$ cat src/rtl/assert_macros.svh
// Assertion macros shared by the vector normalizer RTL.
`ifndef ASSERT_MACROS_SVH
`define ASSERT_MACROS_SVH

// Same-cycle implication, disabled while reset is asserted.
`define SVN_ASSERT_NOW(label, clk, rst_n, ante, cons, msg) \
  label: assert property (@(posedge clk) disable iff (!rst_n) (ante) |-> (cons)) \
    else $error(msg);

// Next-cycle implication, disabled while reset is asserted.
`define SVN_ASSERT_NEXT(label, clk, rst_n, ante, cons, msg) \
  label: assert property (@(posedge clk) disable iff (!rst_n) (ante) |=> (cons)) \
    else $error(msg);

`endif

$ cat src/rtl/svn_pkg.sv
// Package: widths, shared types and the output saturation function.
package svn_pkg;

  localparam int COMP_W         = 16;  // Q2.14 component
  localparam int SUM_W          = 35;  // Q7.28 sum of squares
  localparam int CNT_W          = 4;   // stored component count
  localparam int RAD_W          = 52;  // radicand: sum << 16, padded to even width
  localparam int ROOT_W         = RAD_W / 2;
  localparam int REM_W          = ROOT_W + 1;
  localparam int CU_W           = ROOT_W + 3;
  localparam int FRAC_SHIFT     = 22;
  localparam int NUM_W          = COMP_W + FRAC_SHIFT;
  localparam int QUO_W          = 17;
  localparam int STEP_W         = 5;
  localparam int VECTOR_LEN_DEF = 3;

  typedef struct packed {
    logic wr;     // store component and add its square
    logic clear;  // end of vector
  } acc_ctl_t;

  typedef struct packed {
    logic [CNT_W-1:0] count;
    logic [SUM_W-1:0] sum;
  } acc_stat_t;

  // Apply the sign and saturate the rounded quotient magnitude to Q2.14.
  function automatic logic [COMP_W-1:0] sat_q(input logic neg, input logic [QUO_W-1:0] q);
    logic [QUO_W-1:0] nq;
    nq = ~q + 1'b1;
    if (neg) begin
      if (q > QUO_W'(32768)) sat_q = 16'h8000;
      else sat_q = nq[COMP_W-1:0];
    end else begin
      if (q > QUO_W'(32767)) sat_q = 16'h7fff;
      else sat_q = q[COMP_W-1:0];
    end
  endfunction

endpackage

$ cat src/rtl/svn_cmpsub.sv
// Shared compare-and-subtract unit used by the root and divide iterations.
module svn_cmpsub import svn_pkg::*; (
  input  logic [CU_W-1:0] a,
  input  logic [CU_W-1:0] b,
  output logic            ge,
  output logic [CU_W-1:0] diff
);

  logic [CU_W:0] full;

  assign full = {1'b0, a} - {1'b0, b};
  assign ge   = ~full[CU_W];
  assign diff = full[CU_W-1:0];

endmodule

$ cat src/rtl/svn_accum.sv
// Component store, running sum of squares and component count.
`include "assert_macros.svh"

module svn_accum import svn_pkg::*; #(
  parameter int VECTOR_LEN = VECTOR_LEN_DEF,
  parameter int IDX_W      = $clog2(VECTOR_LEN)
) (
  input  logic                     clk,
  input  logic                     rst_n,
  input  acc_ctl_t                 ctl,
  input  logic signed [COMP_W-1:0] wr_data,
  input  logic [IDX_W-1:0]         rd_idx,
  output logic [COMP_W-1:0]        rd_data,
  output acc_stat_t                stat
);

  logic [COMP_W-1:0]  store_r [VECTOR_LEN];
  logic [COMP_W-1:0]  rd_data_r;
  logic [CNT_W-1:0]   count_r, count_nxt;
  logic [SUM_W-1:0]   sum_r, sum_nxt;
  logic signed [31:0] sq;
  logic               room;

  assign room = count_r < CNT_W'(VECTOR_LEN);
  assign sq   = wr_data * wr_data;

  always_comb begin
    count_nxt = count_r;
    sum_nxt   = sum_r;
    if (ctl.clear) begin
      count_nxt = '0;
      sum_nxt   = '0;
    end else if (ctl.wr && room) begin
      count_nxt = count_r + 1'b1;
      sum_nxt   = sum_r + {{(SUM_W-31){1'b0}}, sq[30:0]};
    end
  end

  always_ff @(posedge clk) begin
    if (!rst_n) begin
      count_r <= '0;
      sum_r   <= '0;
    end else begin
      count_r <= count_nxt;
      sum_r   <= sum_nxt;
    end
  end

  // drop components past the vector length
  always_ff @(posedge clk) begin
    if (ctl.wr && room && !ctl.clear) begin
      store_r[count_r[IDX_W-1:0]] <= wr_data;
    end
    rd_data_r <= store_r[rd_idx];
  end

  assign rd_data    = rd_data_r;
  assign stat.count = count_r;
  assign stat.sum   = sum_r;

  `SVN_ASSERT_NOW(a_count_bound, clk, rst_n, 1'b1, count_r <= CNT_W'(VECTOR_LEN), "count over length")
  `SVN_ASSERT_NEXT(a_clear_empties, clk, rst_n, ctl.clear, count_r == '0 && sum_r == '0, "clear failed")

endmodule

$ cat src/rtl/spin_vector_normalize_unit.sv
// A non-final component is taken and the unit stays ready for more. After the final
// component: a setup step, then for a nonzero sum 26 root steps and per result a divide
// load and 17 divide steps; input is refused until the last result enters the output
// register. Zero-norm vectors emit one result per cycle while the output is not stalled.
// One compare-subtract unit does every root and divide step. Synchronous active-low reset
// clears control, sum and count; the component store is not reset.
`include "assert_macros.svh"

module spin_vector_normalize_unit import svn_pkg::*; #(
  parameter int VECTOR_LEN = VECTOR_LEN_DEF
) (
  input  logic                     clk,
  input  logic                     rst_n,
  input  logic                     in_valid,
  output logic                     in_ready,
  input  logic signed [COMP_W-1:0] in_component,
  input  logic                     in_last_component,
  output logic                     out_valid,
  input  logic                     out_ready,
  output logic signed [COMP_W-1:0] out_unit_component,
  output logic                     out_last_of_vector,
  output logic                     out_zero_norm
);

  localparam int IDX_W = $clog2(VECTOR_LEN);

  typedef enum logic [5:0] {
    S_IDLE   = 6'b000001,
    S_START  = 6'b000010,
    S_ROOT   = 6'b000100,
    S_DIVSET = 6'b001000,
    S_DIV    = 6'b010000,
    S_OUT    = 6'b100000
  } state_t;

  state_t              state_r, state_nxt;
  logic [STEP_W-1:0]   step_r, step_nxt;
  logic [CNT_W-1:0]    idx_r, idx_nxt;
  logic [CNT_W-1:0]    n_r, n_nxt;
  logic                zero_r, zero_nxt;
  logic                neg_r, neg_nxt;
  logic [RAD_W-1:0]    rad_r, rad_nxt;
  logic [REM_W-1:0]    rem_r, rem_nxt;
  logic [ROOT_W-1:0]   root_r, root_nxt;
  logic [QUO_W-1:0]    num_r, num_nxt;
  logic [QUO_W-1:0]    q_r, q_nxt;
  logic                out_valid_r, out_valid_nxt;
  logic [COMP_W-1:0]   out_comp_r, out_comp_nxt;
  logic                out_last_r, out_last_nxt;
  logic                out_zero_r, out_zero_nxt;

  acc_ctl_t            acc_ctl;
  acc_stat_t           acc_stat;
  logic [COMP_W-1:0]   rd_data;
  logic [COMP_W-1:0]   mag;
  logic [NUM_W-1:0]    num_full;
  logic [CU_W-1:0]     cu_a, cu_b, cu_diff;
  logic                cu_ge;
  logic                in_xfer, out_slot;

  assign in_ready = (state_r == S_IDLE);
  assign in_xfer  = in_valid && in_ready;
  assign out_slot = !out_valid_r || out_ready;

  // address the store with the next index; its read data is registered
  svn_accum #(.VECTOR_LEN(VECTOR_LEN), .IDX_W(IDX_W)) u_accum (
    .clk     (clk),
    .rst_n   (rst_n),
    .ctl     (acc_ctl),
    .wr_data (in_component),
    .rd_idx  (idx_nxt[IDX_W-1:0]),
    .rd_data (rd_data),
    .stat    (acc_stat)
  );

  // root step: trial 4*root+1 against remainder with two new radicand bits;
  // divide step: root against remainder with one new numerator bit
  always_comb begin
    if (state_r == S_ROOT) begin
      cu_a = {rem_r, rad_r[RAD_W-1 -: 2]};
      cu_b = {1'b0, root_r, 2'b01};
    end else begin
      cu_a = {1'b0, rem_r, num_r[QUO_W-1]};
      cu_b = {3'b000, root_r};
    end
  end

  svn_cmpsub u_cmpsub (
    .a    (cu_a),
    .b    (cu_b),
    .ge   (cu_ge),
    .diff (cu_diff)
  );

  assign mag      = rd_data[COMP_W-1] ? (~rd_data + 1'b1) : rd_data;
  assign num_full = {mag, {FRAC_SHIFT{1'b0}}} + {{(NUM_W-ROOT_W+1){1'b0}}, root_r[ROOT_W-1:1]};

  always_comb begin
    state_nxt     = state_r;
    step_nxt      = step_r;
    idx_nxt       = idx_r;
    n_nxt         = n_r;
    zero_nxt      = zero_r;
    neg_nxt       = neg_r;
    rad_nxt       = rad_r;
    rem_nxt       = rem_r;
    root_nxt      = root_r;
    num_nxt       = num_r;
    q_nxt         = q_r;
    out_valid_nxt = out_valid_r && !out_ready;
    out_comp_nxt  = out_comp_r;
    out_last_nxt  = out_last_r;
    out_zero_nxt  = out_zero_r;
    acc_ctl.wr    = in_xfer;
    acc_ctl.clear = 1'b0;

    unique case (state_r)
      S_IDLE: begin
        if (in_xfer && in_last_component) state_nxt = S_START;
      end
      S_START: begin
        n_nxt    = acc_stat.count;
        idx_nxt  = '0;
        zero_nxt = (acc_stat.sum == '0);
        rad_nxt  = {1'b0, acc_stat.sum, 16'h0000};
        rem_nxt  = '0;
        root_nxt = '0;
        step_nxt = '0;
        state_nxt = (acc_stat.sum == '0) ? S_OUT : S_ROOT;
      end
      S_ROOT: begin
        rem_nxt  = cu_ge ? cu_diff[REM_W-1:0] : cu_a[REM_W-1:0];
        root_nxt = {root_r[ROOT_W-2:0], cu_ge};
        rad_nxt  = {rad_r[RAD_W-3:0], 2'b00};
        step_nxt = step_r + 1'b1;
        if (step_r == STEP_W'(ROOT_W - 1)) state_nxt = S_DIVSET;
      end
      S_DIVSET: begin
        neg_nxt  = rd_data[COMP_W-1];
        rem_nxt  = {{(REM_W-NUM_W+QUO_W){1'b0}}, num_full[NUM_W-1:QUO_W]};
        num_nxt  = num_full[QUO_W-1:0];
        q_nxt    = '0;
        step_nxt = '0;
        state_nxt = S_DIV;
      end
      S_DIV: begin
        rem_nxt  = cu_ge ? cu_diff[REM_W-1:0] : cu_a[REM_W-1:0];
        q_nxt    = {q_r[QUO_W-2:0], cu_ge};
        num_nxt  = {num_r[QUO_W-2:0], 1'b0};
        step_nxt = step_r + 1'b1;
        if (step_r == STEP_W'(QUO_W - 1)) state_nxt = S_OUT;
      end
      S_OUT: begin
        // hold the result until the output register is free
        if (out_slot) begin
          out_valid_nxt = 1'b1;
          out_comp_nxt  = zero_r ? '0 : sat_q(neg_r, q_r);
          out_last_nxt  = (idx_r + 1'b1 == n_r);
          out_zero_nxt  = zero_r;
          idx_nxt       = idx_r + 1'b1;
          if (idx_r + 1'b1 == n_r) begin
            acc_ctl.clear = 1'b1;
            state_nxt     = S_IDLE;
          end else begin
            state_nxt = zero_r ? S_OUT : S_DIVSET;
          end
        end
      end
      default: state_nxt = S_IDLE;
    endcase
  end

  always_ff @(posedge clk) begin
    if (!rst_n) begin
      state_r     <= S_IDLE;
      step_r      <= '0;
      idx_r       <= '0;
      n_r         <= '0;
      zero_r      <= 1'b0;
      out_valid_r <= 1'b0;
    end else begin
      state_r     <= state_nxt;
      step_r      <= step_nxt;
      idx_r       <= idx_nxt;
      n_r         <= n_nxt;
      zero_r      <= zero_nxt;
      out_valid_r <= out_valid_nxt;
    end
  end

  always_ff @(posedge clk) begin
    neg_r      <= neg_nxt;
    rad_r      <= rad_nxt;
    rem_r      <= rem_nxt;
    root_r     <= root_nxt;
    num_r      <= num_nxt;
    q_r        <= q_nxt;
    out_comp_r <= out_comp_nxt;
    out_last_r <= out_last_nxt;
    out_zero_r <= out_zero_nxt;
  end

  assign out_valid          = out_valid_r;
  assign out_unit_component = out_comp_r;
  assign out_last_of_vector = out_last_r;
  assign out_zero_norm      = out_zero_r;

  `SVN_ASSERT_NEXT(a_last_blocks_input, clk, rst_n, in_xfer && in_last_component, !in_ready, "input taken during vector end")
  `SVN_ASSERT_NOW(a_zero_gives_zero, clk, rst_n, out_valid_r && out_zero_r, out_comp_r == '0, "zero norm with nonzero result")
  `SVN_ASSERT_NOW(a_root_nonzero, clk, rst_n, state_r == S_DIV, root_r != '0, "divide by zero root")
  `SVN_ASSERT_NOW(a_idx_bound, clk, rst_n, state_r == S_DIVSET || state_r == S_OUT, idx_r < n_r, "result index past count")

endmodule

$ cat config.mk
export PLATFORM = sky130hd
export DESIGN_NAME = spin_vector_normalize_unit
export DESIGN_NICKNAME = d
export VERILOG_FILES = /design/src/rtl/svn_pkg.sv /design/src/rtl/svn_cmpsub.sv /design/src/rtl/svn_accum.sv /design/src/rtl/spin_vector_normalize_unit.sv
export VERILOG_INCLUDE_DIRS = /design/src /design/src/rtl
export SDC_FILE = /design/constraint.sdc
export NUM_CORES = 1
export LEC_CHECK = 0
export BUFFER_PORTS_ARGS = -buffer_cell sky130_fd_sc_hd__buf_2
export CAP_MARGIN = 20
export CORE_AREA = 2 2 222 224
export DETAILED_ROUTE_END_ITERATION = 16
export DIE_AREA = 0 0 224 226
export PLACE_DENSITY_LB_ADDON = 0.15
export SKIP_LAST_GASP = 1
export SYNTH_ARGS = -nofsm -noshare
export SYNTH_HDL_FRONTEND = slang
export SYNTH_SLANG_ARGS = --single-unit
export TNS_END_PERCENT = 20
$ cat constraint.sdc
create_clock -name clk -period 7.3 [get_ports clk]
set_input_delay 0.365 -clock clk [delete_from_list [all_inputs] [get_ports clk]]
set_output_delay 0.365 -clock clk [all_outputs]
set_load 0.01 [all_outputs]
==> results.md, run 1 <==
- CP arrival: 7510 ps
- CTS Buf Count: 27
- Chip height: 226 um
- Vias: 18437
- Reg2Reg Setup Slack: 1980 ps
- Placed cells: 3387
- # diodes: 0
- WL per Instance: 16.7 um
- CTS sink cnt: 266
- Worst Path Max Fanout: 6
- Syn nets: 2987
- Finished Cell Area: 27800 um2
- Post-synthesis cell count: 2573
- Longest Clk Path Bufs: 3
- Post-Route WL: 57600 um
- Site Rows: 81
- Max Freq: 142 MHz
- Ys flop type: edfxtp_1
- Max Slew Vio Count: 0
- Vias per std cell: around 5.4
- CTS clk-pin slew, worst paths: 60 ps
- H-Tree Depth: 1
- Syn Area/Cell: 9.30 um2
- CP most frequent cell: fa_1
- All-Layer GR Usage: 23.1%
- WS Path Type: in -> reg
- Core area: 48300 um2
- First-pass GRT wire length: 95500 um
- Vias in the first global route: 19161
- 1st-pass router iterations: 5
- CTS tree: done
- Register bit count reported by yosys: 266
- Most frequent cells in the layout: 370 x nand2_1, 363 x inv_1, 250 x buf_4, 222 x fa_1, 190 x edfxtp_1
- RSZ-0062 raised after global routing: yes
- Worst-Skew Late Latency: 560 ps
- Commonest non-fill, non-tap cell in the layout: nand2_1
- Root Driver: clkbuf_16
- Die area: 50600 um2
- Status: finished clean
- Worst slew pin tran: between 900 and 1000 ps
- Post-synth cell types: 79
- Sequential-to-total area share from yosys stat: 30.2%
- Gr ovfl total: 0
- Sequential standard cell area: 7230 um2
- CP max-delay cell: fa_1
- Initial antenna violation count: 0
- Crit start category: primary input
- Largest net degree at the start of global routing: 63
- Post-DP Area: 26500 um2
- Setup Skew: 13.2 ps
- Top cells by area, synth: edfxtp_1 24%, fa_1 19%, ha_1 8.6%, dfxtp_1 6.4%, nand2_1 5.9%
- Largest area contributor in the netlist: edfxtp_1
- Final std cells w/o fill: 3443
- Crit path time final: between 7000 and 8000 ps
- Synthesis-to-finish area growth: 16.1%
- Layout cell share with drive strength beyond 1: ~16%
- Asr flop ratio synth: 0%
- Synth Warn #: 0
- Port buffer count: 40
- Starting DRC count in detailed routing: 1087
- Number of enable flip-flop cells after synthesis: 190
- Area of the multi-input gates: 15300 um2
- Fin nets: 3214
- Core Util, Final: 57.5%
- Ports: between 40 and 50
- Share of the synthesized area in the top cell type: 23.8%
- HP Class: in -> reg
- Antenna-violating nets left: 0
- Final Cycle Share: around 96%
- WP data required: 7790 ps
- Worst slew margin: between 30% and 40%
- Final setup vio count: 0
- Crit. End Element: register
- Final hold violation count: 0
- Max_cap viols: 0
- Fin Setup TNS: 0 ps
- Detailed Place HPWL: between 40000 and 50000 um
- DRC violations left: 0
- GP Congestion: 0.901
- CP max stage delay: roughly 550 ps
- Die width: between 200 and 250 um
- Filler cell count: 4201
- Syn Std Cell Area: between 20000 and 25000 um2
- Initial Util: 49.5%
- # hold bufs at CTS: 0
[worst paths after layout]
path                                              from             endpoint  cells after the start
worst max-delay path                   in_component[7]    u_accum.sum_r[32]                     31
worst min-delay path                 in_last_component           state_r[0]                      4
worst max register to register              state_r[5]             rem_r[9]                     15
worst min register to register  u_accum.store_r[2][10]  u_accum.rd_data[10]                      2
[metrics by stage]
| step | worst slack (ps) | hold WS, ps |
|---|---|---|
| 2_1_floorplan | -2.68 | 406 |
| 3_3_place_gp | -395 | 466 |
| 3_5_place_dp | -495 | 474 |
| 4_1_cts | 73.2 | 114 |
| 5_1_grt | -37.3 | 145 |
| 6_report | 275 | 139 |
[kinds of logic after synthesis]
logic type	Yosys count	share of synthesized area (%)
AND/OR/NAND/NOR	825	16.4
buffers and inverters	466	7.39
AO/OA/AOI/OAI	454	11.8
adder cells (fa/ha/maj)	393	27.7
flip-flops	266	30.2
XOR/XNOR	124	4.54
multiplexers	45	1.97
[state kept, by name (all words and copies together) (netlist names)]
| register | cells |
|---|---|
| idx_r | 4 |
| n_r | 4 |
| neg_r | 1 |
| num_r | 17 |
| out_last_of_vector | 1 |
| out_unit_component | 16 |
| out_valid | 1 |
| out_zero_norm | 1 |
| q_r | 17 |
| rad_r | 36 |
| rem_r | 27 |
| root_r | 26 |
| state_r | 6 |
| step_r | 5 |
| u_accum.count_r | 4 |
| u_accum.rd_data | 16 |
| u_accum.store_r | 48 |
| u_accum.sum_r | 35 |
| zero_r | 1 |
[what timing repair did]
item	in CTS	in global routing
setup endpoints to repair	0	13
setup buffers	0	6
resized for setup	0	77
endpoints found under the hold margin	0	0
[area by class of cell]
cell class / count / area share (%)
Sequential cell: 266 / 26.0
Timing Repair Buffer: 293 / 7.82
Clock buffer: 38 / 2.83
Clock inverter: 12 / 0.518
Inverter: 371 / 5.03
Multi-Input combinational cell: 1841 / 55.0
Tap cell: 622 / 2.80
[cells in the mapped netlist (8+ instances only)]
| library cell | number |
|---|---|
| nand3_1 | 42 |
| o21ai_0 | 82 |
| o31ai_1 | 13 |
| nand4_1 | 22 |
| nor2b_1 | 16 |
| buf_2 | 9 |
| o22ai_1 | 11 |
| a21oi_1 | 181 |
| or3_1 | 22 |
| o21a_1 | 12 |
| o21bai_1 | 19 |
| nand2b_1 | 23 |
| nor3b_1 | 8 |
| edfxtp_1 | 190 |
| a211oi_1 | 9 |
| clkbuf_1 | 78 |
| a31oi_1 | 16 |
| nor2_1 | 131 |
| nor4_1 | 14 |
| and3_1 | 12 |
| xnor2_1 | 83 |
| nor3_1 | 20 |
| a21o_1 | 36 |
| and2_1 | 91 |
| inv_1 | 371 |
| fa_1 | 229 |
| xor2_1 | 41 |
| mux2_2 | 17 |
| dfxtp_1 | 76 |
| mux2i_1 | 28 |
| o211ai_1 | 10 |
| ha_1 | 164 |
| nand2_1 | 379 |
[layer usage]
metal / part of all wire [%] / vias to the layer above / global-route usage (%) / routed length, um
met2: 50 / 346 / 42.0 / 28800
met3: 3.3 / 77 / 1.52 / 1900
met4: 2.0 / 0 / 5.55 / 1150
met5: 0 / - / 0 / 0
li1: - / 9036 / - / -
met1: 45 / 8978 / 30.2 / 25700
[worst max-delay path: cells and delay by family]
family | cells | cell delay, ps
buf+inv | 10 | 1060
simple gates | 3 | 330
mux | 1 | 230
fa+ha+maj | 8 | 3670
compound gates | 9 | 1820
Power of run 1 is left out: the tool's default activity adds up to more than one toggle a clock period on the data nets, which glitch-free logic cannot reach.
==> run 2, diff against run 1 <==
- CTS_BUF_LIST: unset -> sky130_fd_sc_hd__clkbuf_4 sky130_fd_sc_hd__clkbuf_8 sky130_fd_sc_hd__clkbuf_16
- REMOVE_ABC_BUFFERS: unset -> 1
==> results.md, run 2 (synthesized netlist as in run 1, its figures left out) <==
- Max Freq: 142 MHz (about the same)
- RSZ-0062 raised after global routing: yes (unchanged)
- HP Class: in -> reg (unchanged)
- Ports: 41 (unchanged)
- Detailed Place HPWL: 44300 um (was 45100 um)
- CP max stage delay: 550 ps (about the same)
- Vias per std cell: 5.37 (was 5.35)
- Worst slew pin tran: 896 ps (was 951 ps)
- Placed cells: 3368 (was 3387)
- Setup Skew: 62.7 ps (was 13.2 ps)
- Most frequent cells in the layout: 374 x nand2_1, 365 x inv_1, 229 x buf_4, 221 x fa_1, 190 x edfxtp_1 (was 370 x nand2_1, 363 x inv_1, 250 x buf_4, 222 x fa_1, 190 x edfxtp_1)
- Worst r2r src: state_r[0] (was state_r[5])
- Final setup vio count: 0 (unchanged)
- Synthesis-to-finish area growth: 15.9% (was 16.1%)
- Initial antenna violation count: 1 (was 0)
- Vias: 18439 (was 18437)
- WL per Instance: 16.3 um (was 16.7 um)
- Starting DRC count in detailed routing: 982 (was 1087)
- Worst reg2reg path depth: 15 (unchanged)
- Final Cycle Share: 96.3% (was 96.2%)
- Chip height: 226 um (unchanged)
- Root Driver: clkbuf_16 (unchanged)
- DRC violations left: 0 (unchanged)
- First-pass GRT wire length: 91900 um (was 95500 um)
- Die area: 50600 um2 (unchanged)
- Gr ovfl total: 0 (unchanged)
- Reg2Reg Setup Slack: 1710 ps (was 1980 ps)
- CP most frequent cell: fa_1 (unchanged)
- Crit path time final: 7030 ps (was 7020 ps)
- WP data required: 7820 ps (was 7790 ps)
- Layout cell share with drive strength beyond 1: 15.8% (was 16.3%)
- Max FFs per register: 48 (unchanged)
- 1st-pass router iterations: 5 (unchanged)
- WS Path Type: in -> reg (unchanged)
- CP startpoint: in_component[15] (was in_component[7])
- Worst slew margin: 40.1% (was 36.4%)
- Vias in the first global route: 18750 (was 19161)
- R2R Path End: rem_r[26] (was rem_r[9])
- H-Tree Depth: 1 (unchanged)
- Final hold violation count: 0 (unchanged)
- Core area: 48300 um2 (unchanged)
- Site Rows: 81 (unchanged)
- Status: finished clean (unchanged)
- Hold Crit Depth: 2 (was 4)
- Largest net degree at the start of global routing: 63 (unchanged)
- Initial Util: 49.5% (unchanged)
- Fin nets: 3202 (was 3214)
- CP endpoint: u_accum.sum_r[30] (was u_accum.sum_r[32])
- All-Layer GR Usage: 22.4% (was 23.1%)
- Worst hold path startpoint: rst_n (was in_last_component)
- Longest Clk Path Bufs: 3 (unchanged)
- Final std cells w/o fill: 3435 (was 3443)
- Core Util, Final: 57.3% (was 57.5%)
- Crit. End Element: register (unchanged)
- CP arrival: 7550 ps (was 7510 ps)
- Max_cap viols: 0 (unchanged)
- Worst-Skew Late Latency: 610 ps (was 560 ps)
- CTS Buf Count: 30 (was 27)
- Hold slack: 105 ps (was 139 ps)
- Antenna-violating nets left: 0 (unchanged)
- Post-Route WL: 56000 um (was 57600 um)
- CTS clk-pin slew, worst paths: 60 ps (about the same)
- Max Slew Vio Count: 0 (unchanged)
- CP max-delay cell: fa_1 (unchanged)
- CTS tree: done (unchanged)
- CTS sink cnt: 266 (unchanged)
- Port buffer count: 40 (unchanged)
- Crit start category: primary input (unchanged)
- GP Congestion: 0.879 (was 0.901)
- # hold bufs at CTS: 0 (unchanged)
- Die width: 224 um (unchanged)
- Worst Path Max Fanout: 9 (was 6)
- Commonest non-fill, non-tap cell in the layout: nand2_1 (unchanged)
run 2: changes by cell type in the layout (fill, tap and decap cells not counted), moves of 3 or more:
cell	delta
buf_4	-21
clkbuf_4	+6
clkbuf_1	-4
a21oi_2	-3
nand2_1	+4
buf_6	+6
a21oi_1	+3
clkbuf_16	+3
clkbuf_8	-6
nand2_2	-3
run 2: critical path, delay by kind of cell:
family,cells,cell delay [ps]
AO/OA/AOI/OAI,11,1870
XOR/XNOR,3,320
adder cells (fa/ha/maj),8,3440
AND/OR/NAND/NOR,3,580
buffers and inverters,9,970
run 2: final cells by class:
cell class / instances / area [um2]
antenna: 1 / 2.50
clock buffer: 38 / 817
clock inverter: 18 / 209
fill: 4264 / 20600
inverter: 371 / 1390
multi-input combinational: 1841 / 15200
sequential: 266 / 7230
tap: 622 / 778
timing repair buffer: 278 / 2060
run 2: per-layer routing:
layer | wire length, um | global-route usage, % | up-vias
met3 | 1700 | 2.38 | 82
li1 | - | - | 9009
met5 | 13 | 0 | -
met1 | 23700 | 27.8 | 9083
met2 | 29500 | 41.7 | 263
met4 | 1130 | 5.20 | 2
run 2: per-stage QoR:
stage	area, um2	setup WS [ps]	TNS [ps]
after global routing	27700	-33.9	-52.8
after global placement	26300	-833	-7320
after CTS	27300	9.88	0
after floorplan	23500	-381	-1720
final	27700	272	0
after detailed placement	26300	-887	-8420
run 2: worst min path at each step:
| stage | endpoint | slack, ps |
|---|---|---|
| after floorplan | state_r[0] | 440 |
| after global placement | u_accum.count_r[3] | 470 |
| after detailed placement | u_accum.count_r[3] | 460 |
| after CTS | state_r[0] | 80 |
| after global routing | state_r[0] | 130 |
| final | state_r[0] | 100 |
run 2: repair_timing:
| action | CTS | global route |
|---|---|---|
| gates cloned | 0 | 0 |
| pin swaps | 3 | 67 |
| hold endpoints to repair | 0 | 0 |
| endpoints found under the setup margin | 5 | 14 |
| resized for setup | 8 | 82 |
| buffers inserted | 1 | 9 |
Power of run 2 is left out for the same reason.
